**src/sv/bib_pkg.sv**
```systemverilog
package bib_pkg;

	localparam int MAX_ITER_DEF = 24;
	localparam int T_FRAC_DEF   = 26;
	localparam int RATIO_FRAC   = 30;
	localparam int DIV_STEPS    = 30;
	localparam int NUM_REGS     = 8;
	localparam int ADDR_W       = 5;

	typedef logic [31:0] word_t;
	typedef word_t [NUM_REGS-1:0] cfg_t;

	localparam cfg_t REG_RESET = {32'd65536, 32'd65536, 32'd65536, 32'd65536,
		32'd0, 32'd0, 32'd0, 32'd0};

	localparam logic [1:0] KIND_INTERP = 2'd0;
	localparam logic [1:0] KIND_CLAMP  = 2'd1;
	localparam logic [1:0] KIND_FLAT   = 2'd2;

	// Interpolation steps of one de Casteljau evaluation.
	typedef enum logic [2:0] {
		OP_M01 = 3'd0,
		OP_M12 = 3'd1,
		OP_M23 = 3'd2,
		OP_A   = 3'd3,
		OP_B   = 3'd4,
		OP_S   = 3'd5
	} op_t;

	typedef enum logic [3:0] {
		S_IDLE,
		S_CHECK,
		S_SUB,
		S_MUL,
		S_ADD,
		S_DECIDE,
		S_FLAT,
		S_DIVSET,
		S_DIV,
		S_FSUB,
		S_FMUL,
		S_FADD,
		S_DONE
	} state_t;

	typedef struct packed {
		logic check;
		logic sub;
		logic mul;
		logic add;
		logic fin;
		logic decide;
		logic flat;
		logic div_init;
		logic div_step;
		logic emit;
		op_t  op;
	} cmd_t;

	typedef struct packed {
		logic clamp;
		logic flat;
		logic ge;
	} sts_t;

endpackage

```
**src/sv/bib_ctrl.sv**
```systemverilog
module bib_ctrl #(
	parameter int MAX_ITER = bib_pkg::MAX_ITER_DEF
) (
	input  logic          clk,
	input  logic          arst_n,
	input  logic          in_valid,
	output logic          in_stall,
	input  logic [4:0]    iterations,
	output logic          out_valid,
	input  logic          out_stall,
	output logic          in_accept,
	output bib_pkg::cmd_t cmd,
	input  bib_pkg::sts_t sts
);

	bib_pkg::state_t state_q, state_d;
	bib_pkg::op_t    op_q, op_d;
	logic [4:0]      it_q, it_d;
	logic [4:0]      div_q, div_d;
	logic            out_valid_q;

	always_ff @(posedge clk or negedge arst_n) begin
		if (!arst_n) begin
			state_q     <= bib_pkg::S_IDLE;
			op_q        <= bib_pkg::OP_M01;
			it_q        <= '0;
			div_q       <= '0;
			out_valid_q <= 1'b0;
		end else begin
			state_q <= state_d;
			op_q    <= op_d;
			it_q    <= it_d;
			div_q   <= div_d;
			if (cmd.emit) begin
				out_valid_q <= 1'b1;
			end else if (!out_stall) begin
				out_valid_q <= 1'b0;
			end
		end
	end

	assign in_stall  = (state_q != bib_pkg::S_IDLE);
	assign in_accept = in_valid && !in_stall;
	assign out_valid = out_valid_q;

	always_comb begin
		state_d = state_q;
		op_d    = op_q;
		it_d    = it_q;
		div_d   = div_q;
		cmd     = '0;
		cmd.op  = op_q;
		case (state_q)
			bib_pkg::S_IDLE: begin
				if (in_valid) begin
					it_d    = (iterations > 5'(MAX_ITER)) ? 5'(MAX_ITER) : iterations;
					state_d = bib_pkg::S_CHECK;
				end
			end
			bib_pkg::S_CHECK: begin
				cmd.check = 1'b1;
				op_d      = bib_pkg::OP_M01;
				if (sts.clamp) begin
					state_d = bib_pkg::S_DONE;
				end else if (it_q == 5'd0) begin
					state_d = bib_pkg::S_FLAT;
				end else begin
					state_d = bib_pkg::S_SUB;
				end
			end
			bib_pkg::S_SUB: begin
				cmd.sub = 1'b1;
				state_d = bib_pkg::S_MUL;
			end
			bib_pkg::S_MUL: begin
				cmd.mul = 1'b1;
				state_d = bib_pkg::S_ADD;
			end
			bib_pkg::S_ADD: begin
				cmd.add = 1'b1;
				if (op_q == bib_pkg::OP_S) begin
					state_d = bib_pkg::S_DECIDE;
				end else begin
					op_d    = bib_pkg::op_t'(op_q + 3'd1);
					state_d = bib_pkg::S_SUB;
				end
			end
			bib_pkg::S_DECIDE: begin
				cmd.decide = 1'b1;
				it_d       = it_q - 5'd1;
				op_d       = bib_pkg::OP_M01;
				state_d    = (it_q == 5'd1) ? bib_pkg::S_FLAT : bib_pkg::S_SUB;
			end
			bib_pkg::S_FLAT: begin
				cmd.flat = 1'b1;
				state_d  = sts.flat ? bib_pkg::S_DONE : bib_pkg::S_DIVSET;
			end
			bib_pkg::S_DIVSET: begin
				cmd.div_init = 1'b1;
				div_d        = '0;
				state_d      = sts.ge ? bib_pkg::S_FSUB : bib_pkg::S_DIV;
			end
			bib_pkg::S_DIV: begin
				cmd.div_step = 1'b1;
				div_d        = div_q + 5'd1;
				if (div_q == 5'(bib_pkg::DIV_STEPS - 1)) begin
					state_d = bib_pkg::S_FSUB;
				end
			end
			bib_pkg::S_FSUB: begin
				cmd.sub = 1'b1;
				cmd.fin = 1'b1;
				state_d = bib_pkg::S_FMUL;
			end
			bib_pkg::S_FMUL: begin
				cmd.mul = 1'b1;
				cmd.fin = 1'b1;
				state_d = bib_pkg::S_FADD;
			end
			bib_pkg::S_FADD: begin
				cmd.add = 1'b1;
				cmd.fin = 1'b1;
				state_d = bib_pkg::S_DONE;
			end
			bib_pkg::S_DONE: begin
				// Hand the result over once the output register is free.
				if (!out_valid_q || !out_stall) begin
					cmd.emit = 1'b1;
					state_d  = bib_pkg::S_IDLE;
				end
			end
			default: begin
				state_d = bib_pkg::S_IDLE;
			end
		endcase
	end

endmodule

```
**config.mk**
```make
export PLATFORM = sky130hd
export DESIGN_NAME = bib_ctrl
export DESIGN_NICKNAME = d
export VERILOG_FILES = /design/src/sv/bib_pkg.sv /design/src/sv/bib_ctrl.sv
export SDC_FILE = /design/constraint.sdc
export NUM_CORES = 1
export LEC_CHECK = 0
export ABC_AREA = 1
export BUFFER_PORTS_ARGS = -buffer_cell sky130_fd_sc_hd__buf_2
export CORE_UTILIZATION = 44
export CTS_BUF_LIST = sky130_fd_sc_hd__clkbuf_4 sky130_fd_sc_hd__clkbuf_8 sky130_fd_sc_hd__clkbuf_16
export CTS_CLUSTER_SIZE = 12
export DETAILED_ROUTE_END_ITERATION = 10
export HOLD_SLACK_MARGIN = 0.03
export PLACE_DENSITY = 0.69
export REMOVE_ABC_BUFFERS = 1
export SYNTH_ARGS = -nofsm -noshare
export SYNTH_HDL_FRONTEND = slang
export SYNTH_SLANG_ARGS = --single-unit
```
**constraint.sdc**
```tcl
create_clock -name clk -period 2.36 [get_ports clk]
set_input_delay 0.354 -clock clk [delete_from_list [all_inputs] [get_ports clk]]
set_output_delay 0.354 -clock clk [all_outputs]
set_load 0.05 [all_outputs]
```
# Word-level counts from Yosys, hierarchy flattened

Cells that the tools add are included.

Bits in registers: 18
Input port bits: 12
Output and inout port bits: 16
Logic and storage cells: 77

Add/sub/neg operators: 3
Magnitude comparators: 1
Equality and inequality tests: 20
Muxes and demuxes: 29
Reduce and logical (&&, ||, !) cells: 19

Operator list:

| cell                  | count |
|---|---|
| $pmux W4 S13          | 1 |
| $eq A4 B4 Y1 const B  | 5 |
| $mux W4               | 5 |
| $pmux W5 S2           | 2 |
| $eq A4 B3 Y1 const B  | 4 |
| $mux W1               | 14 |
| $mux W3               | 4 |
| $mux W5               | 2 |
| $eq A4 B2 Y1 const B  | 2 |
| $ne A2 B2 Y1 const B  | 4 |
| $reduce_or A2 Y1      | 4 |
| $pmux W3 S2           | 1 |
| $reduce_bool A2 Y1    | 3 |
| $add A5 B1 Y5 const B | 1 |
| $eq A5 B1 Y1 const B  | 1 |
| $eq A5 B5 Y1 const B  | 1 |
| $gt A5 B5 Y1 const B  | 1 |
| $logic_not A5 Y1      | 1 |
| $sub A5 B1 Y5 const B | 1 |
| $eq A4 B1 Y1 const B  | 1 |
| $logic_not A4 Y1      | 1 |
| $reduce_and A2 Y1     | 2 |
| $reduce_bool A4 Y1    | 1 |
| $add A3 B1 Y3 const B | 1 |
| other kinds (7)       | 9 |

# Depth between registers and ports, before layout

Gate-level depths: netlist of the first run.

Depth in word-level cells: 5
Depth in mapped cells: 8
Depth with buffers taken out: 8

# Least setup slack after synthesis of the first run

OpenSTA, ideal clock, no wires.

Path kind: register to output
From: register state_q[3]
To: output port cmd[11] (netlist name)
Arrival time: 1885 ps
Required time: 2006 ps
Setup slack: 121 ps
Stages on the path, launching flop included: 4
Path buffers: 0
Path through: dfrtp_1 > nor2_2 > inv_2 > o21ai_0

RTL lines:

| what                     | line           | text |
|---|---|---|
| start: declaration       | bib_ctrl.sv:16 | `bib_pkg::state_t state_q, state_d;` |
| start signal: assignment | bib_ctrl.sv:24 | `state_q <= bib_pkg::S_IDLE;` |
| start signal: assignment | bib_ctrl.sv:30 | `state_q <= state_d;` |
| end: declaration         | bib_ctrl.sv:12 | `output bib_pkg::cmd_t cmd,` |

==> out/metrics.yaml, run 1 <==
ioPinCount: 28
first_pass_iters: 7
ant_nets: 0
netSwitchingPower_w: 0.00116
num_antenna_cells: 0
violations: "DRC"
slowest_stage: "dfrtp_1"
required_ns: 2.01
power_frac_comb_pct: 62.1
power_w: 0.00203
rows: 19
critPathCaptureType: "output port"
avgSynthCellArea_um2: 7.09
synth-main-ff-cell: "dfrtp_1"
cpPeakStageDelay_ns: 0.49
post-route-period-util_pct: 83.3
slew_violations: 0
p_per_area_mw_per_mm2: 1320
pwr-share-seq_pct: 28.4
synth_commonest_cells: "48 x nand2_1, 26 x nor2_1, 21 x inv_1"
h-tree-depth: 1
synth-edff-count: 0
synth_cell_types: 23
layout.nets: 237
drtIter0Drc: 42
cts_tree: "done"
clock.fmax_ghz: 0.509
critical_path_class: "register to output port"
power_frac_clock_pct: 9.5
totalWireLength_um: 2690
synthToLayoutAreaGrowth_pct: 15.8
p_leak_nw: 0.879
fin_skew_ns: 0.0141
die_area_mm2: 0.00324
syn_inst: 187
synthesis.yosys.warnings: 0
p_sw_share_pct: 57.1
async_reset_ff_share_pct: 100
initial_core_util_pct: 47.3
cap_violations: 0
grt_max_degree: 19
dr_total_vias: 1214
die_w_um: 56.9
grt_pass1_wl_um: 4520
cts_setup_buffers: 0
numCtsBuffers: 3
min_path_type: "input port to register"
ir_drop_v: 0.00104
detail_route.wl_per_cell_um: 10.8
clockBufferDepth: 2
grt_overflow: 0
rsz0062_at_grt: "false"
cp_cell_sequence: "nor2_2 > inv_2 > o21ai_0 > buf_2"
status: "complete, but fails checks"
synth_top_area_cell: "dfrtp_1"
hold_viol: 0
fin_tns_setup_ns: 0
viasPerCell: 4.88
place_hpwl_um: 2130
drc: 4
path_max_fanout: 5
setup.worst_path.start_class: "register"
grtUsageTotal_pct: 18.0
yosysMostFrequentCell: "nand2_1"
path_clk_slew_ns: 0.11
ys_seq_elements: 18
synth_area_mm2: 0.00133
cts.sinks: 18
synth_area_leaders: "dfrtp_1 34%, nand2_1 14%, nand3_1 7.5%"
slew_headroom_pct: 72.1
clockRootBuffer: "clkbuf_4"
finalWeightedCongestion: 0.822
cp_top_family: "flip-flops"
drive_above_1_share_pct: 26.6
p_int_w: 0.000871
setup_viol: 0
worstPathArrival_ns: 1.61
die_h_um: 56.9
fill_cells: 291
seq_area_frac_synth_pct: 34.0
antenna_found_initial: 0
path_buf_inv: 2
grt_pass1_vias: 1081
tightest_slew_ns: 0.418
period_needed_ns: 1.97
numPortBuffers: 27
synth_top_area_share_pct: 34.0
clk_latency_ns: 0.30
core_area_mm2: 0.00281
[path summary, 6_finish.rpt]
path	from	endpoint	slack (ns)	depth (start not counted)
setup reg to reg	state_q[1]	it_q[0]	1.02	6
max in group asynchronous	arst_n	op_q[0]	1.55	2
hold / removal	iterations[4]	it_q[4]	0.28	3
setup / recovery	state_q[3]	cmd[11]	0.39	4
min in group asynchronous	arst_n	it_q[4]	0.50	2
hold reg to reg	it_q[1]	it_q[1]	0.50	2
[logic make-up (layout without fill, tap and decap cells)]
| family | Yosys count | after routing | share of synthesized area, % |
|---|---|---|---|
| adder cells (fa/ha/maj) | 6 | 6 | 5.66 |
| flip-flops | 18 | 18 | 34.0 |
| buffers and inverters | 29 | 60 | 8.87 |
| AND/OR/NAND/NOR | 114 | 114 | 42.3 |
| AO/OA/AOI/OAI | 19 | 19 | 8.58 |
| XOR/XNOR | 1 | 1 | 0.660 |
[power by group through the flow]
stage | Sequential, W | Combinational, W | Clock, W
after floorplan | 0.000640 | 0.000945 | 0
after global placement | 0.000582 | 0.00127 | 0
after detailed placement | 0.000584 | 0.00127 | 0
after CTS | 0.000577 | 0.00127 | 0.000202
after global routing | 0.000601 | 0.00139 | 0.000211
final | 0.000576 | 0.00126 | 0.000192
[cell type report]
class	instances	area (um2)	share of cell area, %
inverters	28	106	6.93
well taps	31	38.8	2.53
multi-input cells	140	758	49.4
repair buffers	28	145	9.45
flip-flops and latches	18	450	29.3
clock buffers	4	36.3	2.36
[per-layer routing]
metal	vias up	share of wire (%)	track usage (%)
li1	654	-	-
met1	528	46	23.0
met2	28	48	29.6
met3	4	5.0	4.84
met4	0	1.1	5.57
met5	-	0	0
[state kept, by name, indices dropped and copies added (netlist names)]
signal     cells
div_q          5
out_valid      1
state_q        4
op_q           3
it_q           5
[worst reg2reg max path, stage by stage, from the launching register on]
cell and delay [ns]:
dfrtp_1 0.47, nor2_4 0.31, nand3_1 0.17, nand2_2 0.12, inv_2 0.06, nand2_1 0.06, nand3_1 0.07
[what timing repair did]
action | 4_1_cts | 5_1_grt
hold buffers | 1 | 0
resized for setup | 0 | 0
hold endpoints to repair | 18 | 0
[cell usage in the layout, fill, tap and decap left out, types with 6 or more instances in the layout]
cell,Yosys,layout
nand2_1,48,48
nand3_1,20,20
ha_1,6,6
nor2_4,6,6
dfrtp_1,18,18
inv_2,6,6
o21ai_0,7,7
inv_1,21,21
nor2_1,26,26
buf_2,0,27
[through the flow]
stage | area [um2] | hold WS, ns | util, % | std cells | setup WS [ns]
final | 1540 | 0.278 | 54.7 | 249 | 0.395
after global routing | 1540 | 0.316 | 54.7 | 249 | 0.284
after CTS | 1540 | 0.275 | 54.7 | 249 | 0.376
after floorplan | 1320 | 0.0584 | - | 186 | 0.121
after detailed placement | 1490 | 0.315 | 53.1 | 244 | 0.729
after global placement | 1490 | 0.315 | 53.1 | 244 | 0.739
Power figures use the tool's default switching activity.
==> run 2: changes to the inputs <==
PLACE_DENSITY = 0.71   (was 0.69)
clock period = 1.6 ns   (was 2.36 ns; I/O delays follow)
==> run 2 against run 1 <==
Against the previous run: the flow finishes with violations (DRC, setup timing); combinational power up 100%; first-iteration DRC count up 40%; critical path type unchanged; core utilization grew 9.9 points; cell area increased by 18%; hold slack got worse by 0.10 ns; clock skew down 0.0014 ns; critical endpoint is now cmd[10].
==> out/metrics.yaml, run 2 (synthesized netlist as in run 1, its figures left out) <==
ir_drop_v: 0.00120  # +15%
fin_ws_ns: -0.0472  # -0.442 ns
hold_end: "it_q[4]"
worstPathArrival_ns: 1.41  # -0.20 ns
clockBufferDepth: 2  # unchanged
mostFrequentLayoutCell: "nand2_1"
num_antenna_cells: 0  # unchanged
power_frac_comb_pct: 69.1  # +7.0 points
grt_pass1_wl_um: 5130  # +13%
antenna_found_initial: 0  # unchanged
drive_above_1_share_pct: 36.9  # +10 points
slew_headroom_pct: 71.7  # -0.48 points
ioPinCount: 28  # unchanged
required_ns: 1.36  # -0.65 ns
rows: 19  # unchanged
critPathCaptureType: "output port"
clockRootBuffer: "clkbuf_4"
fin_tns_setup_ns: -0.173  # -0.173 ns
p_per_area_mw_per_mm2: 2030  # +54%
cts_tree: "done"
final_cell_count_no_fill: 264  # +6.0%
pwr-share-seq_pct: 23.1  # -5.3 points
hold_viol: 0  # unchanged
reg2reg_from: "state_q[1]"
worst_r2r_path_depth: 8  # +2
cts.sinks: 18  # unchanged
min_path_cells: 3  # unchanged
rsz0062_at_grt: "true"
finalWeightedCongestion: 0.877  # +6.7%
netSwitchingPower_w: 0.00196  # +70%
grt_max_degree: 19  # unchanged
worst_hold_slack_ns: 0.176  # -0.102 ns
ant_nets: 0  # unchanged
dr_total_vias: 1323  # +9.0%
place_hpwl_um: 2270  # +6.6%
post-route-util_pct: 64.6  # +9.9 points
first_pass_iters: 7  # unchanged
r2r_setup_slack_ns: 0.27  # -0.75 ns
setup.worst_path.start_class: "register"
tightest_slew_ns: 0.425  # +0.00714 ns
final_cell_mix: "46 x nand2_1, 23 x nor2_1, 20 x inv_1, 20 x nand3_1, 16 x buf_2"
drtIter0Drc: 59  # +40%
p_leak_nw: 0.984  # +12%
initial_core_util_pct: 47.3  # unchanged
reg2reg_to: "it_q[0]"
grt_overflow: 0  # unchanged
critical_path_class: "register to output port"
cap_violations: 0  # unchanged
detail_route.wl_per_cell_um: 12.4  # +15%
h-tree-depth: 1  # unchanged
violations: "DRC, setup timing"
hold_start: "iterations[4]"
setup_viol: 6  # +6
period_needed_ns: 1.65
slew_violations: 0  # unchanged
path_clk_slew_ns: 0.11  # about the same
post-route-period-util_pct: 103
die_h_um: 56.9  # unchanged
drc: 4  # unchanged
synthToLayoutAreaGrowth_pct: 36.7
viasPerCell: 5.01  # +2.8%
p_sw_share_pct: 53.2  # -3.8 points
status: "complete, but fails checks"
dpl.cell_count: 248  # +1.6%
numCtsBuffers: 3  # unchanged
min_path_type: "input port to register"
totalWireLength_um: 3270  # +21%
power_frac_clock_pct: 7.8  # -1.7 points
die_w_um: 56.9  # unchanged
largestRegisters: "div_q: 5 flops, it_q: 5 flops, state_q: 4 flops"
fin_skew_ns: 0.0127  # -0.00139 ns
core_area_mm2: 0.00281  # unchanged
die_area_mm2: 0.00324  # unchanged
clk_latency_ns: 0.30  # about the same
grt_pass1_vias: 1209  # +12%
layout.nets: 252  # +6.3%
path_max_fanout: 4  # -1
numPortBuffers: 27  # unchanged
grtUsageTotal_pct: 20.3  # +2.4 points
p_int_w: 0.00172  # +98%
clock.fmax_ghz: 0.607
[run 2: repair_timing]
| item | in CTS | in global routing |
|---|---|---|
| gates resized for setup | 31 | 18 |
| cloned | 0 | 0 |
| setup endpoints to repair | 12 | 12 |
| endpoints found under the hold margin | 18 | 0 |
| pin swaps | 5 | 4 |
| buffers inserted | 7 | 4 |
| hold buffers | 1 | 0 |
[run 2: power groups by stage]
stage	Sequential (W)	Clock, W	Combinational [W]
2_1_floorplan	0.000943	0	0.00139
3_3_place_gp	0.000842	0	0.00195
3_5_place_dp	0.000849	0	0.00196
4_1_cts	0.000846	0.000296	0.00234
5_1_grt	0.000887	0.000313	0.00276
6_report	0.000853	0.000288	0.00255
[run 2: through the flow]
step	worst slack, ns	total power (W)	area [um2]
after floorplan	-0.567	0.00234	1320
after global placement	0.110	0.00279	1520
after detailed placement	0.0826	0.00281	1520
after CTS	-0.0788	0.00348	1720
after global routing	-0.108	0.00396	1810
final	-0.0472	0.00369	1810
[run 2: routing by layer]
layer / GRT usage (%) / share of wire [%] / up-vias / wire [um]
met5: 0 / 0 / - / 0
met4: 6.27 / 1.9 / 0 / 62
met3: 4.61 / 3.9 / 6 / 129
met2: 34.6 / 50 / 33 / 1640
met1: 25.7 / 44 / 598 / 1440
li1: - / - / 686 / -
[run 2: area by class of cell]
cell class	instances	area [um2]
Sequential cell	18	455
Inverter	28	113
Tap cell	31	38.8
Clock buffer	4	36.3
Timing Repair Buffer	43	350
Fill cell	253	992
Multi-Input combinational cell	140	820
[run 2: worst max-delay path, cell delays in order, from the launching register on]
cell and delay [ns]:
dfrtp_2 0.43, inv_2 0.08, nor2_4 0.19, inv_4 0.08, o22ai_2 0.13, buf_6 0.18
[run 2: how the worst max path moves through the flow]
stage                     from          to  slack, ns  cells past startpoint
floorplan           state_q[3]  state_q[1]      -0.57                      5
global placement    state_q[1]      cmd[3]       0.11                      4
detailed placement  state_q[1]   in_accept       0.08                      4
CTS                 state_q[3]      cmd[9]      -0.08                      5
global route        state_q[3]      cmd[9]      -0.11                      5
finish              state_q[3]     cmd[10]      -0.05                      5
==> run 3: changes to the inputs <==
BUFFER_PORTS_ARGS = -buffer_cell sky130_fd_sc_hd__buf_4   (was -buffer_cell sky130_fd_sc_hd__buf_2)
RECOVER_POWER = 25   (was default)
==> run 3 against run 2 <==
Against the previous run: the run still ends with DRC, setup timing left; first-iteration DRC count up 19%; global-route usage up 2.3 points; final cell count down 0.38%; critical path type unchanged; largest cell class unchanged; largest power group unchanged.
==> out/metrics.yaml, run 3 (synthesized netlist as in run 1, its figures left out) <==
worstPathArrival_ns: 1.43  # +0.02 ns
grt_pass1_wl_um: 5620  # +9.6%
drive_above_1_share_pct: 35.3  # -1.6 points
reg2reg_to: "it_q[0]"
p_leak_nw: 0.978  # -0.66%
clockBufferDepth: 2  # unchanged
status: "complete, but fails checks"
dp_slack_ns: 0.120  # +0.0374 ns
fin_ws_ns: -0.0675  # -0.0203 ns
clock.fmax_ghz: 0.600  # -1.2%
first_pass_iters: 7  # unchanged
cap_violations: 0  # unchanged
synthToLayoutAreaGrowth_pct: 36.2
finalWeightedCongestion: 0.881  # +0.39%
numCtsBuffers: 3  # unchanged
clockRootBuffer: "clkbuf_4"
path_clk_slew_ns: 0.11  # about the same
cts_tree: "done"
final_cell_mix: "47 x nand2_1, 27 x buf_4, 23 x nor2_1, 21 x inv_1, 20 x nand3_1"
path_max_fanout: 6  # +2
layout.nets: 251  # -0.40%
ant_nets: 0  # unchanged
num_antenna_cells: 0  # unchanged
rows: 19  # unchanged
slew_violations: 0  # unchanged
detail_route.wl_per_cell_um: 12.7  # +3.0%
required_ns: 1.36  # about the same
initial_core_util_pct: 47.3  # unchanged
die_area_mm2: 0.00324  # unchanged
slew_headroom_pct: 29.9  # -42 points
viasPerCell: 5.22  # +4.2%
die_h_um: 56.9  # unchanged
ir_drop_v: 0.00123  # +2.2%
post-route-period-util_pct: 104  # +1.3 points
rsz0062_at_grt: "true"
stdcell_area_mm2: 0.00181  # -0.35%
grt_pass1_vias: 1289  # +6.6%
largestRegisters: "div_q: 5 flops, it_q: 5 flops, state_q: 4 flops"
totalWireLength_um: 3350  # +2.6%
clk_latency_ns: 0.30  # about the same
violations: "DRC, setup timing"
period_needed_ns: 1.67  # +0.0203 ns
worst_r2r_path_depth: 8  # unchanged
antenna_found_initial: 0  # unchanged
drtIter0Drc: 70  # +19%
p_per_area_mw_per_mm2: 1980  # -2.5%
dr_total_vias: 1374  # +3.9%
grt_overflow: 0  # unchanged
tightest_slew_ns: 1.05  # +0.627 ns
hold_viol: 0  # unchanged
r2r_setup_slack_ns: 0.23  # -0.04 ns
drc: 4  # unchanged
mostFrequentLayoutCell: "nand2_1"
critPathLaunch: "state_q[2]"
grtUsageTotal_pct: 22.6  # +2.3 points
grt_max_degree: 19  # unchanged
setup_viol: 5  # -1
cts.sinks: 18  # unchanged
setup.worst_path.start_class: "register"
dpl.cell_count: 246  # -0.81%
post-route-util_pct: 64.4  # -0.22 points
dpl_cell_area_mm2: 0.00157  # +3.5%
ioPinCount: 28  # unchanged
place_hpwl_um: 2440  # +7.6%
critical_path_class: "register to output port"
reg2reg_from: "state_q[1]"
core_area_mm2: 0.00281  # unchanged
final_cell_count_no_fill: 263  # -0.38%
die_w_um: 56.9  # unchanged
h-tree-depth: 1  # unchanged
min_path_type: "input port to register"
cp-endpoint: "cmd[10]"
numPortBuffers: 27  # unchanged
critPathCaptureType: "output port"
fin_skew_ns: 0.00477  # -0.00794 ns
run 3: per-layer routing:
| metal | track usage (%) | wire length [um] |
|---|---|---|
| met1 | 27.3 | 1310 |
| met2 | 37.3 | 1720 |
| met3 | 3.69 | 167 |
| met4 | 14.6 | 155 |
| met5 | 0 | 0 |
run 3: where the power goes:
part	leakage (nW)	internal [W]	total, W	switching (W)
Sequential	0.227	0.000644	0.000869	0.000225
Combinational	0.730	0.000888	0.00242	0.00154
Clock	0.0210	0.000139	0.000292	0.000153
run 3: how the worst min path moves through the flow:
stage / slack (ns) / depth (start not counted) / endpoint / start
final: 0.16 / 3 / it_q[4] / iterations[4]
after global routing: 0.16 / 3 / it_q[4] / iterations[4]
after CTS: 0.16 / 3 / it_q[4] / iterations[4]
after detailed placement: 0.13 / 1 / it_q[0] / arst_n
after global placement: 0.13 / 1 / it_q[0] / arst_n
after floorplan: -0.06 / 0 / div_q[0] / arst_n
run 3: worst max-delay path, stage by stage, from the launching register on:
cell     delay (ns)
dfrtp_2        0.50
nor2_4         0.20
inv_2          0.08
o22ai_2        0.16
buf_6          0.18
run 3: per-stage QoR:
stage / TNS, ns / total power [W] / hold WS (ns)
after floorplan: -2.18 / 0.00234 / -0.0556
after global routing: -0.965 / 0.00386 / 0.164
after CTS: -0.284 / 0.00345 / 0.155
after detailed placement: 0 / 0.00288 / 0.131
final: -0.251 / 0.00358 / 0.163
after global placement: 0 / 0.00284 / 0.126
run 3: layout make-up:
class | instances | area, um2
fillers | 250 | 998
multi-input cells | 140 | 797
clock buffers | 4 | 36.3
repair buffers | 42 | 367
inverters | 28 | 113
well taps | 31 | 38.8
flip-flops and latches | 18 | 455
run 3: timing repair:
| action | in CTS | in global routing |
|---|---|---|
| buffers inserted | 6 | 6 |
| hold buffers | 1 | 0 |
| endpoints found under the hold margin | 18 | 0 |
| setup endpoints to repair | 12 | 12 |
| pin swaps | 7 | 7 |
| gates resized for setup | 26 | 6 |
