**config.mk**
```make
export PLATFORM = sky130hd
export DESIGN_NAME = bib_cfg
export DESIGN_NICKNAME = d
export VERILOG_FILES = /design/src/sv/bib_pkg.sv /design/src/sv/bib_cfg.sv
export SDC_FILE = /design/constraint.sdc
export NUM_CORES = 1
export LEC_CHECK = 0
export BUFFER_PORTS_ARGS = -buffer_cell sky130_fd_sc_hd__buf_4
export CORE_MARGIN = 2
export CORE_UTILIZATION = 56
export CTS_CLUSTER_DIAMETER = 60
export DETAILED_ROUTE_END_ITERATION = 12
export PLACE_DENSITY = 0.85
export SLEW_MARGIN = 20
export SYNTH_ARGS = -nofsm -noshare
export SYNTH_HDL_FRONTEND = slang
export SYNTH_SLANG_ARGS = --single-unit
```
**constraint.sdc**
```tcl
create_clock -name clk -period 2.7 [get_ports clk]
set_input_delay 0 -clock clk [delete_from_list [all_inputs] [get_ports clk]]
set_output_delay 0 -clock clk [all_outputs]
set_load 0.03 [all_outputs]
```
**src/sv/bib_pkg.sv**
```systemverilog
package bib_pkg;

	localparam int MAX_ITER_DEF = 24;
	localparam int T_FRAC_DEF   = 26;
	localparam int RATIO_FRAC   = 30;
	localparam int DIV_STEPS    = 30;
	localparam int NUM_REGS     = 8;
	localparam int ADDR_W       = 5;

	typedef logic [31:0] word_t;
	typedef word_t [NUM_REGS-1:0] cfg_t;

	localparam cfg_t REG_RESET = {32'd65536, 32'd65536, 32'd65536, 32'd65536,
		32'd0, 32'd0, 32'd0, 32'd0};

	localparam logic [1:0] KIND_INTERP = 2'd0;
	localparam logic [1:0] KIND_CLAMP  = 2'd1;
	localparam logic [1:0] KIND_FLAT   = 2'd2;

	// Interpolation steps of one de Casteljau evaluation.
	typedef enum logic [2:0] {
		OP_M01 = 3'd0,
		OP_M12 = 3'd1,
		OP_M23 = 3'd2,
		OP_A   = 3'd3,
		OP_B   = 3'd4,
		OP_S   = 3'd5
	} op_t;

	typedef enum logic [3:0] {
		S_IDLE,
		S_CHECK,
		S_SUB,
		S_MUL,
		S_ADD,
		S_DECIDE,
		S_FLAT,
		S_DIVSET,
		S_DIV,
		S_FSUB,
		S_FMUL,
		S_FADD,
		S_DONE
	} state_t;

	typedef struct packed {
		logic check;
		logic sub;
		logic mul;
		logic add;
		logic fin;
		logic decide;
		logic flat;
		logic div_init;
		logic div_step;
		logic emit;
		op_t  op;
	} cmd_t;

	typedef struct packed {
		logic clamp;
		logic flat;
		logic ge;
	} sts_t;

endpackage

```
**src/sv/bib_cfg.sv**
```systemverilog
module bib_cfg (
	input  logic                          clk,
	input  logic                          arst_n,
	input  logic                          psel,
	input  logic                          penable,
	input  logic                          pwrite,
	input  logic [bib_pkg::ADDR_W-1:0]    paddr,
	input  logic [31:0]                   pwdata,
	output logic [31:0]                   prdata,
	output logic                          pready,
	output bib_pkg::cfg_t                 cfg
);

	bib_pkg::cfg_t regs_q;

	always_ff @(posedge clk or negedge arst_n) begin
		if (!arst_n) begin
			regs_q <= bib_pkg::REG_RESET;
		end else if (psel && penable && pwrite) begin
			regs_q[paddr[bib_pkg::ADDR_W-1:2]] <= pwdata;
		end
	end

	assign prdata = regs_q[paddr[bib_pkg::ADDR_W-1:2]];
	assign pready = 1'b1;
	assign cfg    = regs_q;

endmodule

```
# == Yosys cells after proc, flatten, opt, wreduce, memory -nomap -nowiden ==
# Index checks and enable logic that the tools add are counted.
# totals
in_bits,42
ram_bits,0
n_memories,0
out_inout_bits,289
ff_bits,256
mem_bits_ro,0
wordCells,18
latch_bits,0
# op_classes
reduce_logical,3
multipliers,0
bitwise_logic,0
div_mod_pow,0
n_shift,0
mux,5
eq_ne,0
n_addsub,0
order_cmp,2
# op_table
operator,count
256-bit bitwise mux,1
32-bit binary-select mux with 3-bit select,1
32-bit demux with 3-bit select,1
32-bit 2-to-1 mux,2
"3-bit by 4-bit less-than comparator with 1-bit output, second input constant",1
"3-bit by 1-bit >= comparator with 1-bit output, second input constant",1
1-bit logical AND,3

# == Logic depth before layout (Yosys ltp) ==
# Gate-level depths: netlist of run 1.
# logic_depth
word_depth,5
mapped_depth,5
depth_no_buf,3

# == Worst setup path after synthesis of run 1 ==
# Ideal clock, no wire load.
# synth_path
path_type,flip-flop to output port
from,"register regs_q, in the netlist cfg[224]"
to,output port prdata[0]
required_ns,2.700
setup_slack_ns,1.386
arrival_time_ns,1.314
stages_incl_launch_ff,3
path_buffers,0
cell_sequence,dfrtp_1 -> mux4_2 -> mux2_2
# synth_between
elab_chain_len,2
# synth_rtl
element,line_no,rtl
from (decl),bib_cfg.sv:14,bib_pkg::cfg_t regs_q;
from (signal assigned),bib_cfg.sv:18,regs_q <= bib_pkg::REG_RESET;
"from (signal, indexed assignment)",bib_cfg.sv:20,regs_q[paddr[bib_pkg::ADDR_W-1:2]] <= pwdata;
32-bit binary-select mux with 3-bit select,bib_cfg.sv:24,assign prdata = regs_q[paddr[bib_pkg::ADDR_W-1:2]];
32-bit 2-to-1 mux (implied by the code),bib_cfg.sv:24,
to (decl),bib_cfg.sv:9,"output logic [31:0] prdata,"
# Every way passes these cells. The select of a mux whose other input is x is not followed.

# == Final worst setup path of run 1 ==
# layout_path
from,"register regs_q, in the netlist cfg[225]"
to,output port prdata[1]
# The elaborated chain is that of the path after synthesis.

==> results of run 1 <==
==> synth_stat cells <==
cell	number
sky130_fd_sc_hd__buf_2	26
sky130_fd_sc_hd__nor3_2	2
sky130_fd_sc_hd__buf_4	8
sky130_fd_sc_hd__mux4_2	64
sky130_fd_sc_hd__mux2_1	13
sky130_fd_sc_hd__dfrtp_1	252
sky130_fd_sc_hd__nor2_1	6
sky130_fd_sc_hd__conb_1	1
sky130_fd_sc_hd__dfstp_2	4
sky130_fd_sc_hd__nand2b_1	2
sky130_fd_sc_hd__buf_6	6
sky130_fd_sc_hd__clkbuf_1	3
sky130_fd_sc_hd__nand4b_1	1
sky130_fd_sc_hd__mux2_2	275
sky130_fd_sc_hd__nand4_1	1
sky130_fd_sc_hd__nand2_1	1
==> stage by stage <==
step           instance area, um2  hold WS, ns
2_1_floorplan               11440      -0.2956
3_3_place_gp                14240      0.06156
3_5_place_dp                14240      0.06184
4_1_cts                     15460       0.1182
5_1_grt                     15460       0.1452
6_report                    15460      0.08950
==> power groups by stage <==
stage                     combinational (mW)  clock [mW]  sequential, mW
final                                   4.90        3.61            5.25
after global routing                    5.10        3.87            5.35
after CTS                               4.92        3.68            5.25
after detailed placement                4.85           0            5.30
after global placement                  4.77           0            5.26
after floorplan                         1.48           0            6.64
==> repair_timing <==
action	4_1_cts	5_1_grt
hold endpoints to repair	346	0
hold buffers	33	0
setup endpoints to repair	0	0
==> cell usage in the layout (no fill, tap or decap), drive strengths merged, types with 2 or more instances in the layout <==
| master | n |
|---|---|
| buf | 350 |
| clkbuf | 42 |
| clkinv | 5 |
| dfrtp | 252 |
| dfstp | 4 |
| dlygate4sd3 | 33 |
| mux2 | 288 |
| mux4 | 64 |
| nand2b | 2 |
| nor2 | 6 |
| nor3 | 2 |
==> how the worst max path moves through the flow <==
stage	depth (start not counted)	slack, ns	from	endpoint
finish	3	0.81	cfg[225]	prdata[1]
global route	3	0.73	cfg[191]	prdata[31]
CTS	3	0.78	cfg[191]	prdata[31]
detailed placement	5	0.77	paddr[2]	cfg[253]
global placement	5	0.81	paddr[2]	cfg[245]
floorplan	2	1.39	cfg[224]	prdata[0]
==> cell type report <==
| type | instances | area [um2] |
|---|---|---|
| Fill cell | 1215 | 4711 |
| Multi-Input combinational cell | 366 | 4820 |
| Clock inverter | 7 | 45.04 |
| Timing Repair Buffer | 383 | 3003 |
| Clock buffer | 42 | 842.1 |
| Tap cell | 270 | 337.8 |
| Sequential cell | 256 | 6411 |
==> layer usage <==
| layer | global-route usage | wire, um | up-vias | part of all wire |
|---|---|---|---|---|
| met4 | 0.08221 | 811 | 0 | 0.026 |
| li1 | - | - | 3249 | - |
| met2 | 0.5108 | 16140 | 298 | 0.51 |
| met3 | 0.06677 | 2249 | 66 | 0.072 |
| met5 | 0 | 0 | - | 0 |
| met1 | 0.3791 | 12190 | 4019 | 0.39 |
==> cell families (layout without fill, tap and decap cells) <==
logic type             after synthesis  after routing  share of synthesized area
buffers and inverters               43            432                    0.02351
DFF                                256            256                     0.5603
muxes                              352            352                     0.4094
other                                1              1                  0.0003277
and+or+nand+nor                     13             13                   0.006452
==> summary.log, run 1 <==
qor: final_layout.flip_flop_count_of_the_largest_register_all_copies_and_words_added 256
qor: timing.worst_slew_pin_slew 0.6900 ns
qor: yosys.yosys-top-cells-area sky130_fd_sc_hd__dfrtp_1 55%, sky130_fd_sc_hd__mux2_2 27%, sky130_fd_sc_hd__mux4_2 13%
qor: worst_setup_path.cp-start-kind flip-flop
qor: floorplanning.fp.dieW 146.9 um
qor: clocking.ctsLongestPathBuffers 3
qor: timing.fmax 0.5299 GHz
qor: final_layout.num_antenna_cells 0
qor: grt.grt_first_pass_wirelength 49230 um
qor: power.seqPwrFrac 0.382
qor: timing.period_needed 1.887 ns
qor: clocking.numCtsBuffers 27
qor: worst_setup_path.crit_path_max_incr_delay 0.48 ns
qor: timing.timing.final.hold_violations 0
qor: final_layout.stdcell_count 1324
qor: yosys.syn_avg_cell_area 17.21 um2
qor: timing.grt_setup_unrepaired false
qor: final_layout.end_of_flow_core_utilization 0.7664
qor: power.combinationalPowerShare 0.356
qor: worst_setup_path.crit_path_buf_inv_count 1
qor: power.sw_frac_of_total 0.3558
qor: timing.fin_crit_sh 0.6990
qor: worst_setup_path.critical_path.top_delay_family multiplexers
qor: min_path.hold_path_class input pin to async pin
qor: yosys.synthCells 665
qor: yosys.synth-seq-area-share 0.5603
qor: worst_setup_path.worstReg2RegEnd cfg[198]
qor: placed_design.dpl_wire_length 20570 um
qor: power.vdd_drop_max 0.0006518 V
qor: routing.drc_viols 0
qor: worst_setup_path.rrSetupSlack 1.86 ns
qor: floorplanning.start_util 0.5673
qor: routing.drt-wirelength-per-cell 23.71 um
qor: final_layout.final_net_count 1076
qor: yosys.netlist.top_cell.by_area sky130_fd_sc_hd__dfrtp_1
qor: clocking.cts_htree_levels 1
qor: routing.drt_pass_1_iters 4
qor: floorplanning.design.core.area 0.02017 mm2
qor: grt.groute.usage.overall 0.2949
qor: worst_setup_path.timing.critical_path.fanout_max 3
qor: floorplanning.boundaryPins 331
qor: final_layout.layout_area_overhead 35.10%
qor: power.power-per-cell-area 889.9 mW/mm2
qor: clocking.worst_setup_hold_path_clk_slew 0.06 ns
qor: timing.setup_total_negative_slack 0 ns
qor: power.power_leakage 7.372 nW
qor: routing.dr.first_iter.drc_count 258
qor: status.run_status finished clean
qor: placed_design.placedCellCount 1242
qor: yosys.mappedNetlistArea 0.01144 mm2
qor: timing.setup_viol_count_final 0
qor: worst_setup_path.crit_path_end_kind primary output
qor: timing.slew_viol_final 0
qor: worst_setup_path.critical_path_class flip-flop to primary output
qor: worst_setup_path.worst-r2r-cell-count 1
qor: floorplanning.die_area 0.02159 mm2
qor: clocking.post-cts-setup-buffers 0
qor: placed_design.gp_routability_congestion 0.7890
qor: timing.final.setup.worst_slack 0.8127 ns
qor: clocking.tritoncts yes
qor: routing.dr_vias_cell 5.764
qor: clocking.clock-sinks 256
qor: floorplanning.die_height 146.9 um
qor: floorplanning.rows 52
qor: clocking.cts-resized-gates 0
qor: yosys.synth-warning-count 0
qor: routing.vias 7632
qor: final_layout.layout-drive-gt1-share 0.7078
qor: placed_design.placement_stage_worst_setup_slack 0.7659 ns
qor: yosys.synth_seq_cells 256
qor: yosys.yosysTopAreaCellShare 0.5511
qor: grt.pin_count_of_the_biggest_net_entering_global_routing 94
qor: timing.final.setup_skew 0 ns
qor: timing.maxSlewHeadroom 0.5400
qor: power.p_sw 4.895 mW
qor: grt.grt_antenna_before_repair 0
qor: routing.routed_wirelength 31390 um
qor: clocking.worst_skew_pair.late_latency 0.51 ns
qor: power.power.internal 8.862 mW
qor: routing.ant_nets 0
qor: clocking.root_buffer sky130_fd_sc_hd__clkbuf_16
qor: worst_setup_path.worst_path_max_delay_cell sky130_fd_sc_hd__mux4_2
qor: worst_setup_path.critical_path.cell_chain mux4_2 > mux2_2 > buf_4
qor: run.max_cap_violations 0
qor: power.clock_power_frac 0.262
qor: grt.overflow 0
qor: worst_setup_path.rr_startpoint cfg[198]
qor: worst_setup_path.worst-endpoint-arrival 1.89 ns
qor: yosys.synth_fp_nets 707
qor: placed_design.place.port_buffers 327
qor: yosys.number_of_library_cell_types_mapped_by_synthesis 16
qor: power.totalPowerFinal 13.76 mW
qor: grt.grt_pass1_vias 8274
qor: worst_setup_path.critical_path_required 2.70 ns
(Power assumes the default switching activity.)
==> inputs of run 2 (changes only) <==
- CORE_UTILIZATION: 56 -> 47
- PLACE_DENSITY: 0.85 -> 0.76
- clock period: 2.7 -> 1.7 ns (I/O delays scaled with it)
==> summary.log, run 2 (synthesis results as in run 1) <==
qor: clocking.root_buffer sky130_fd_sc_hd__clkbuf_16
qor: worst_setup_path.crit_path_max_incr_delay 0.49 ns [about the same]
qor: worst_setup_path.worstReg2RegEnd cfg[6]
qor: clocking.cts_htree_levels 1 [unchanged]
qor: worst_setup_path.rrSetupSlack 0.63 ns [-1.23 ns]
qor: timing.slew_viol_final 0 [unchanged]
qor: status.run_status finished, violations left
qor: worst_setup_path.critical_path.cell_chain mux4_2 > mux2_4 > buf_6
qor: min_path.hold_path_class input pin to async pin
qor: grt.grt_first_pass_wirelength 53730 um [+9.1%]
qor: final_layout.layout_area_overhead 53.38%
qor: final_layout.final_net_count 1289 [+20%]
qor: timing.fin_crit_sh 1.095
qor: worst_setup_path.worst-r2r-cell-count 3 [+2]
qor: clocking.worst_setup_hold_path_clk_slew 0.06 ns [about the same]
qor: placed_design.dpl_wire_length 21060 um [+2.4%]
qor: clocking.ctsLongestPathBuffers 3 [unchanged]
qor: worst_setup_path.cp-start-kind flip-flop
qor: worst_setup_path.crit_path_buf_inv_count 1 [unchanged]
qor: routing.ant_nets 0 [unchanged]
qor: routing.vias 8534 [+12%]
qor: power.power-per-cell-area 1355 mW/mm2 [+52%]
qor: timing.setup_viol_count_final 32 [+32]
qor: worst_setup_path.critical_path_class flip-flop to primary output
qor: timing.timing.final.hold_violations 0 [unchanged]
qor: floorplanning.die_height 160.0 um [+8.9%]
qor: final_layout.layout-drive-gt1-share 0.7579 [+0.05013]
qor: placed_design.placed_cell_areas 0.01458 mm2 [+2.4%]
qor: worst_setup_path.worst-endpoint-arrival 1.86 ns [-0.03 ns]
qor: placed_design.gp_routability_congestion 0.7905 [+0.19%]
qor: placed_design.place.port_buffers 327 [unchanged]
qor: routing.routed_wirelength 35660 um [+14%]
qor: timing.setup_total_negative_slack -3.502 ns [-3.502 ns]
qor: routing.dr_vias_cell 5.371 [-6.8%]
qor: timing.period_needed 1.861 ns
qor: worst_setup_path.critical_path.top_delay_family multiplexers
qor: routing.dr_wl_met2 18090 um [+12%]
qor: floorplanning.die_area 0.02561 mm2 [+19%]
qor: worst_setup_path.timing.critical_path.fanout_max 3 [unchanged]
qor: floorplanning.start_util 0.4747 [-0.09264]
qor: status.failed_checks setup timing
qor: grt.grt_antenna_before_repair 1 [+1]
qor: timing.final.setup.worst_slack -0.1609 ns [-0.9737 ns]
qor: timing.worst_slew_pin_slew 0.4983 ns [-0.1917 ns]
qor: grt.grt_pass1_vias 9094 [+9.9%]
qor: worst_setup_path.rr_startpoint cfg[6]
qor: placed_design.placedCellCount 1306 [+5.2%]
qor: placed_design.placement_stage_worst_setup_slack 0.1556 ns [-0.6103 ns]
qor: power.p_sw 8.287 mW [+69%]
qor: worst_setup_path.critical_path.startpoint cfg[61]
qor: routing.detail_route.wirelength.met1 13860 um [+14%]
qor: grt.groute.usage.overall 0.2713 [-0.02358]
qor: power.seqPwrFrac 0.341 [-0.041]
qor: worst_setup_path.critical_path_required 1.70 ns [-1.00 ns]
qor: timing.grt_setup_unrepaired true
qor: routing.drt-wirelength-per-cell 22.44 um [-5.3%]
qor: final_layout.layout_common_cells 509 x sky130_fd_sc_hd__buf_4, 252 x sky130_fd_sc_hd__dfrtp_1, 251 x sky130_fd_sc_hd__mux2_2
qor: power.vdd_drop_max 0.001054 V [+62%]
qor: floorplanning.fp.dieW 160.0 um [+8.9%]
qor: run.max_cap_violations 0 [unchanged]
qor: worst_setup_path.worst_path_max_delay_cell sky130_fd_sc_hd__mux4_2
qor: final_layout.layout.cell_area.non_filler 0.01755 mm2 [+14%]
qor: routing.drc_viols 0 [unchanged]
qor: final_layout.stdcell_count 1589 [+20%]
qor: worst_setup_path.crit_path_end_kind primary output
qor: power.power.internal 15.50 mW [+75%]
qor: final_layout.flip_flop_count_of_the_largest_register_all_copies_and_words_added 256 [unchanged]
qor: final_layout.end_of_flow_core_utilization 0.7281 [-0.03837]
qor: final_layout.final_common_cell sky130_fd_sc_hd__buf_4
qor: clocking.numCtsBuffers 27 [unchanged]
qor: power.sw_frac_of_total 0.3484 [-0.007371]
qor: timing.fmax 0.5374 GHz
qor: routing.dr.first_iter.drc_count 470 [+82%]
qor: floorplanning.boundaryPins 331 [unchanged]
qor: clocking.clock-sinks 256 [unchanged]
qor: routing.drt_pass_1_iters 5 [+1]
qor: timing.holdWs 0.09928 ns [+0.009775 ns]
qor: grt.pin_count_of_the_biggest_net_entering_global_routing 50 [-47%]
qor: power.totalPowerFinal 23.78 mW [+73%]
qor: floorplanning.design.core.area 0.02411 mm2 [+20%]
qor: routing.top_signal_layer_used met4
qor: clocking.tritoncts yes
qor: floorplanning.rows 57 [+9.6%]
qor: timing.final.setup_skew 0 ns [unchanged]
qor: grt.overflow 0 [unchanged]
qor: clocking.worst_skew_pair.late_latency 0.53 ns [+0.02 ns]
qor: power.combinationalPowerShare 0.412 [+0.056]
qor: timing.maxSlewHeadroom 0.6667 [+0.1267]
qor: power.clock_power_frac 0.246 [-0.016]
qor: power.power_leakage 8.620 nW [+17%]
qor: routing.met3RoutedLength 2492 um [+11%]
-- run 2: cell count changes in the layout (fill, tap and decap cells not counted), sizes merged --
| cell | delta |
|---|---|
| dlygate4sd3 | +1 |
| buf | +212 |
| clkbuf | -8 |
| diode | +1 |
| bufinv | +2 |
| clkinv | +1 |
| inv | +1 |
| clkinvlp | +1 |
-- run 2: how the worst max path moves through the flow --
stage                       to  slack (ns)  depth (start not counted)
CTS                 prdata[25]       -0.15                          3
global route        prdata[24]       -0.19                          3
detailed placement     cfg[28]        0.16                          6
floorplan            prdata[0]        0.39                          2
finish              prdata[29]       -0.16                          3
global placement       cfg[21]        0.18                          6
-- run 2: repair_timing --
| action | CTS | global route |
|---|---|---|
| setup buffers | 166 | 35 |
| hold buffers | 35 | 0 |
| hold endpoints to repair | 508 | 0 |
| pin swaps | 0 | 0 |
| setup endpoints to repair | 32 | 32 |
| gates resized for setup | 48 | 8 |
-- run 2: area by class of cell --
type / instances / area [um2]
Antenna cell: 1 / 2.502
Clock buffer: 34 / 762.0
Clock inverter: 12 / 122.6
Fill cell: 1521 / 6555
Multi-Input combinational cell: 366 / 4910
Sequential cell: 256 / 6411
Tap cell: 324 / 405.4
Timing Repair Buffer: 596 / 4937
-- run 2: metal layers --
layer  vias to the layer above  GRT usage
li1                       3674          -
met1                      4423     0.3377
met3                        82    0.06390
met4                         0    0.08845
met2                       355     0.4705
met5                         -          0
-- run 2: power groups by stage --
stage	registers, mW	logic [mW]	clock network (mW)
final	8.11	9.81	5.86
after global routing	8.23	10.2	6.17
after CTS	8.07	9.47	5.92
after detailed placement	8.43	7.70	0
after global placement	8.38	7.61	0
after floorplan	10.5	2.34	0
-- run 2: worst reg2reg max path, stage by stage (launching register included) --
cell	delay (ns)
sky130_fd_sc_hd__dfrtp_1	0.39
sky130_fd_sc_hd__buf_4	0.13
sky130_fd_sc_hd__buf_4	0.13
sky130_fd_sc_hd__mux2_1	0.29
==> inputs of run 3 (changes only) <==
- MAX_ROUTING_LAYER: default -> met4
==> summary.log, run 3 (synthesis results as in run 1) <==
qor: status.run_status finished, violations left
qor: status.failed_checks setup timing
qor: worst_setup_path.critical_path.top_delay_family multiplexers
qor: floorplanning.design.core.area 0.02411 mm2 [unchanged]
qor: floorplanning.die_area 0.02561 mm2 [unchanged]
qor: power.clock_power_frac 0.246 [about the same]
qor: timing.timing.final.hold_violations 0 [unchanged]
qor: timing.fin_crit_sh 1.092 [-0.002565]
qor: floorplanning.boundaryPins 331 [unchanged]
qor: timing.final.setup_skew 0 ns [unchanged]
qor: routing.dr.first_iter.drc_count 417 [-11%]
qor: final_layout.fillers 1519 [-0.13%]
qor: grt.grt_antenna_before_repair 1 [unchanged]
qor: worst_setup_path.rrSetupSlack 0.63 ns [about the same]
qor: routing.drc_viols 0 [unchanged]
qor: worst_setup_path.critical_path_required 1.70 ns [about the same]
qor: floorplanning.rows 57 [unchanged]
qor: power.seqPwrFrac 0.341 [about the same]
qor: power.power_leakage 8.625 nW [about the same]
qor: worst_setup_path.worst-endpoint-arrival 1.86 ns [about the same]
qor: timing.period_needed 1.857 ns [-0.004360 ns]
qor: routing.dr_vias_cell 5.365 [about the same]
qor: worst_setup_path.critical_path_class flip-flop to primary output
qor: placed_design.placedCellCount 1306 [unchanged]
qor: final_layout.layout.cell_area.non_filler 0.01756 mm2 [about the same]
qor: final_layout.layout_area_overhead 53.45% [about the same]
qor: timing.holdWs 0.1042 ns [+0.004957 ns]
qor: power.vdd_drop_max 0.001056 V [+0.23%]
qor: worst_setup_path.worst_path_max_delay_cell sky130_fd_sc_hd__mux4_2
qor: min_path.hold_path_class input pin to async pin
qor: power.p_sw 8.286 mW [about the same]
qor: routing.routed_wirelength 35750 um [+0.25%]
qor: final_layout.layout_common_cells 510 x sky130_fd_sc_hd__buf_4, 252 x sky130_fd_sc_hd__dfrtp_1, 251 x sky130_fd_sc_hd__mux2_2
qor: worst_setup_path.crit_path_max_incr_delay 0.49 ns [about the same]
qor: final_layout.flip_flop_count_of_the_largest_register_all_copies_and_words_added 256 [unchanged]
qor: final_layout.final_common_cell sky130_fd_sc_hd__buf_4
qor: final_layout.stdcell_count 1590 [+0.063%]
qor: worst_setup_path.critical_path.cell_chain mux4_2 > mux2_4 > buf_6
qor: clocking.worst_skew_pair.late_latency 0.53 ns [about the same]
qor: timing.setup_viol_count_final 32 [unchanged]
qor: routing.drt_pass_1_iters 4 [-1]
qor: clocking.numCtsBuffers 27 [unchanged]
qor: timing.grt_setup_unrepaired true
qor: final_layout.end_of_flow_core_utilization 0.7284 [about the same]
qor: worst_setup_path.crit_path_buf_inv_count 1 [unchanged]
qor: power.combinationalPowerShare 0.413 [about the same]
qor: worst_setup_path.crit_path_end_kind primary output
qor: routing.vias 8531 [-0.035%]
qor: routing.drt-wirelength-per-cell 22.48 um [+0.19%]
qor: clocking.worst_setup_hold_path_clk_slew 0.06 ns [about the same]
qor: power.power.internal 15.50 mW [about the same]
qor: worst_setup_path.timing.critical_path.fanout_max 3 [unchanged]
qor: floorplanning.start_util 0.4747 [unchanged]
qor: placed_design.dpl_wire_length 21060 um [unchanged]
qor: routing.ant_nets 0 [unchanged]
qor: timing.slew_viol_final 0 [unchanged]
qor: final_layout.layout-drive-gt1-share 0.7581 [about the same]
qor: power.sw_frac_of_total 0.3483 [about the same]
qor: clocking.root_buffer sky130_fd_sc_hd__clkbuf_16
qor: grt.grt_pass1_vias 9116 [+0.24%]
qor: final_layout.final_net_count 1290 [+0.078%]
qor: power.power-per-cell-area 1355 mW/mm2 [about the same]
qor: floorplanning.fp.dieW 160.0 um [unchanged]
qor: timing.worst_slew_pin_slew 0.5079 ns [+0.009638 ns]
qor: clocking.ctsLongestPathBuffers 3 [unchanged]
qor: placed_design.gp_routability_congestion 0.8017 [+1.4%]
qor: timing.fmax 0.5386 GHz [+0.23%]
qor: run.max_cap_violations 0 [unchanged]
qor: clocking.clock-sinks 256 [unchanged]
qor: clocking.tritoncts yes
qor: grt.groute.usage.overall 0.2800 [+0.008702]
qor: placed_design.placed_cell_areas 0.01458 mm2 [unchanged]
qor: floorplanning.die_height 160.0 um [unchanged]
qor: grt.overflow 0 [unchanged]
qor: grt.grt_first_pass_wirelength 53660 um [-0.13%]
qor: clocking.cts_htree_levels 1 [unchanged]
qor: grt.pin_count_of_the_biggest_net_entering_global_routing 50 [unchanged]
qor: placed_design.place.port_buffers 327 [unchanged]
qor: timing.maxSlewHeadroom 0.6603 [-0.006447]
qor: worst_setup_path.cp-start-kind flip-flop
qor: timing.final.setup.worst_slack -0.1566 ns [+0.004360 ns]
-- run 3: final cells by class --
| type | count | area (um2) | area share |
|---|---|---|---|
| flip-flops and latches | 256 | 6411 | 0.3651 |
| repair buffers | 597 | 4945 | 0.2816 |
| multi-input cells | 366 | 4910 | 0.2796 |
| clock buffers | 34 | 762.0 | 0.04340 |
| well taps | 324 | 405.4 | 0.02309 |
| clock inverters | 12 | 122.6 | 0.006984 |
| diodes | 1 | 2.502 | 0.0001425 |
-- run 3: power groups by stage --
stage | Clock (mW) | Combinational [mW] | Sequential, mW
global placement | 0 | 7.61 | 8.38
floorplan | 0 | 2.34 | 10.5
CTS | 5.92 | 9.47 | 8.07
finish | 5.85 | 9.82 | 8.12
global route | 6.17 | 10.2 | 8.23
detailed placement | 0 | 7.70 | 8.43
-- run 3: timing repair --
item | CTS | global route
gates resized for setup | 48 | 8
hold buffers | 35 | 0
buffers inserted | 166 | 36
pin swaps | 0 | 0
hold endpoints to repair | 508 | 0
endpoints found under the setup margin | 32 | 32
-- run 3: worst reg2reg max path, delay by kind of cell (launching register included) --
kind,cells,cell delay [ns]
muxes,1,0.29
DFF,1,0.39
buffers and inverters,2,0.26
-- run 3: final timing paths --
| path | to | cells after the start | startpoint |
|---|---|---|---|
| setup reg to reg | cfg[6] | 3 | cfg[6] |
| min in group clk | cfg[5] | 4 | paddr[4] |
| hold reg to reg | cfg[114] | 1 | cfg[114] |
| setup / recovery | prdata[29] | 3 | cfg[61] |
| hold / removal | cfg[217] | 3 | arst_n |
| max in group asynchronous | cfg[192] | 3 | arst_n |
-- run 3: per-layer routing --
| metal | vias up | track usage | routed length (um) |
|---|---|---|---|
| met2 | 356 | 0.4703 | 18160 |
| met1 | 4416 | 0.3441 | 13990 |
| met4 | 0 | 0.08804 | 1200 |
| li1 | 3679 | - | - |
| met3 | 80 | 0.05636 | 2394 |
| met5 | - | - | 0 |
-- run 3: stage by stage --
step | total power, mW | TNS (ns) | setup WS [ns]
after floorplan | 12.88 | 0 | 0.3859
after global placement | 16.00 | 0 | 0.1832
after detailed placement | 16.13 | 0 | 0.1556
after CTS | 23.46 | -3.733 | -0.1482
after global routing | 24.63 | -4.896 | -0.1936
final | 23.79 | -3.443 | -0.1566
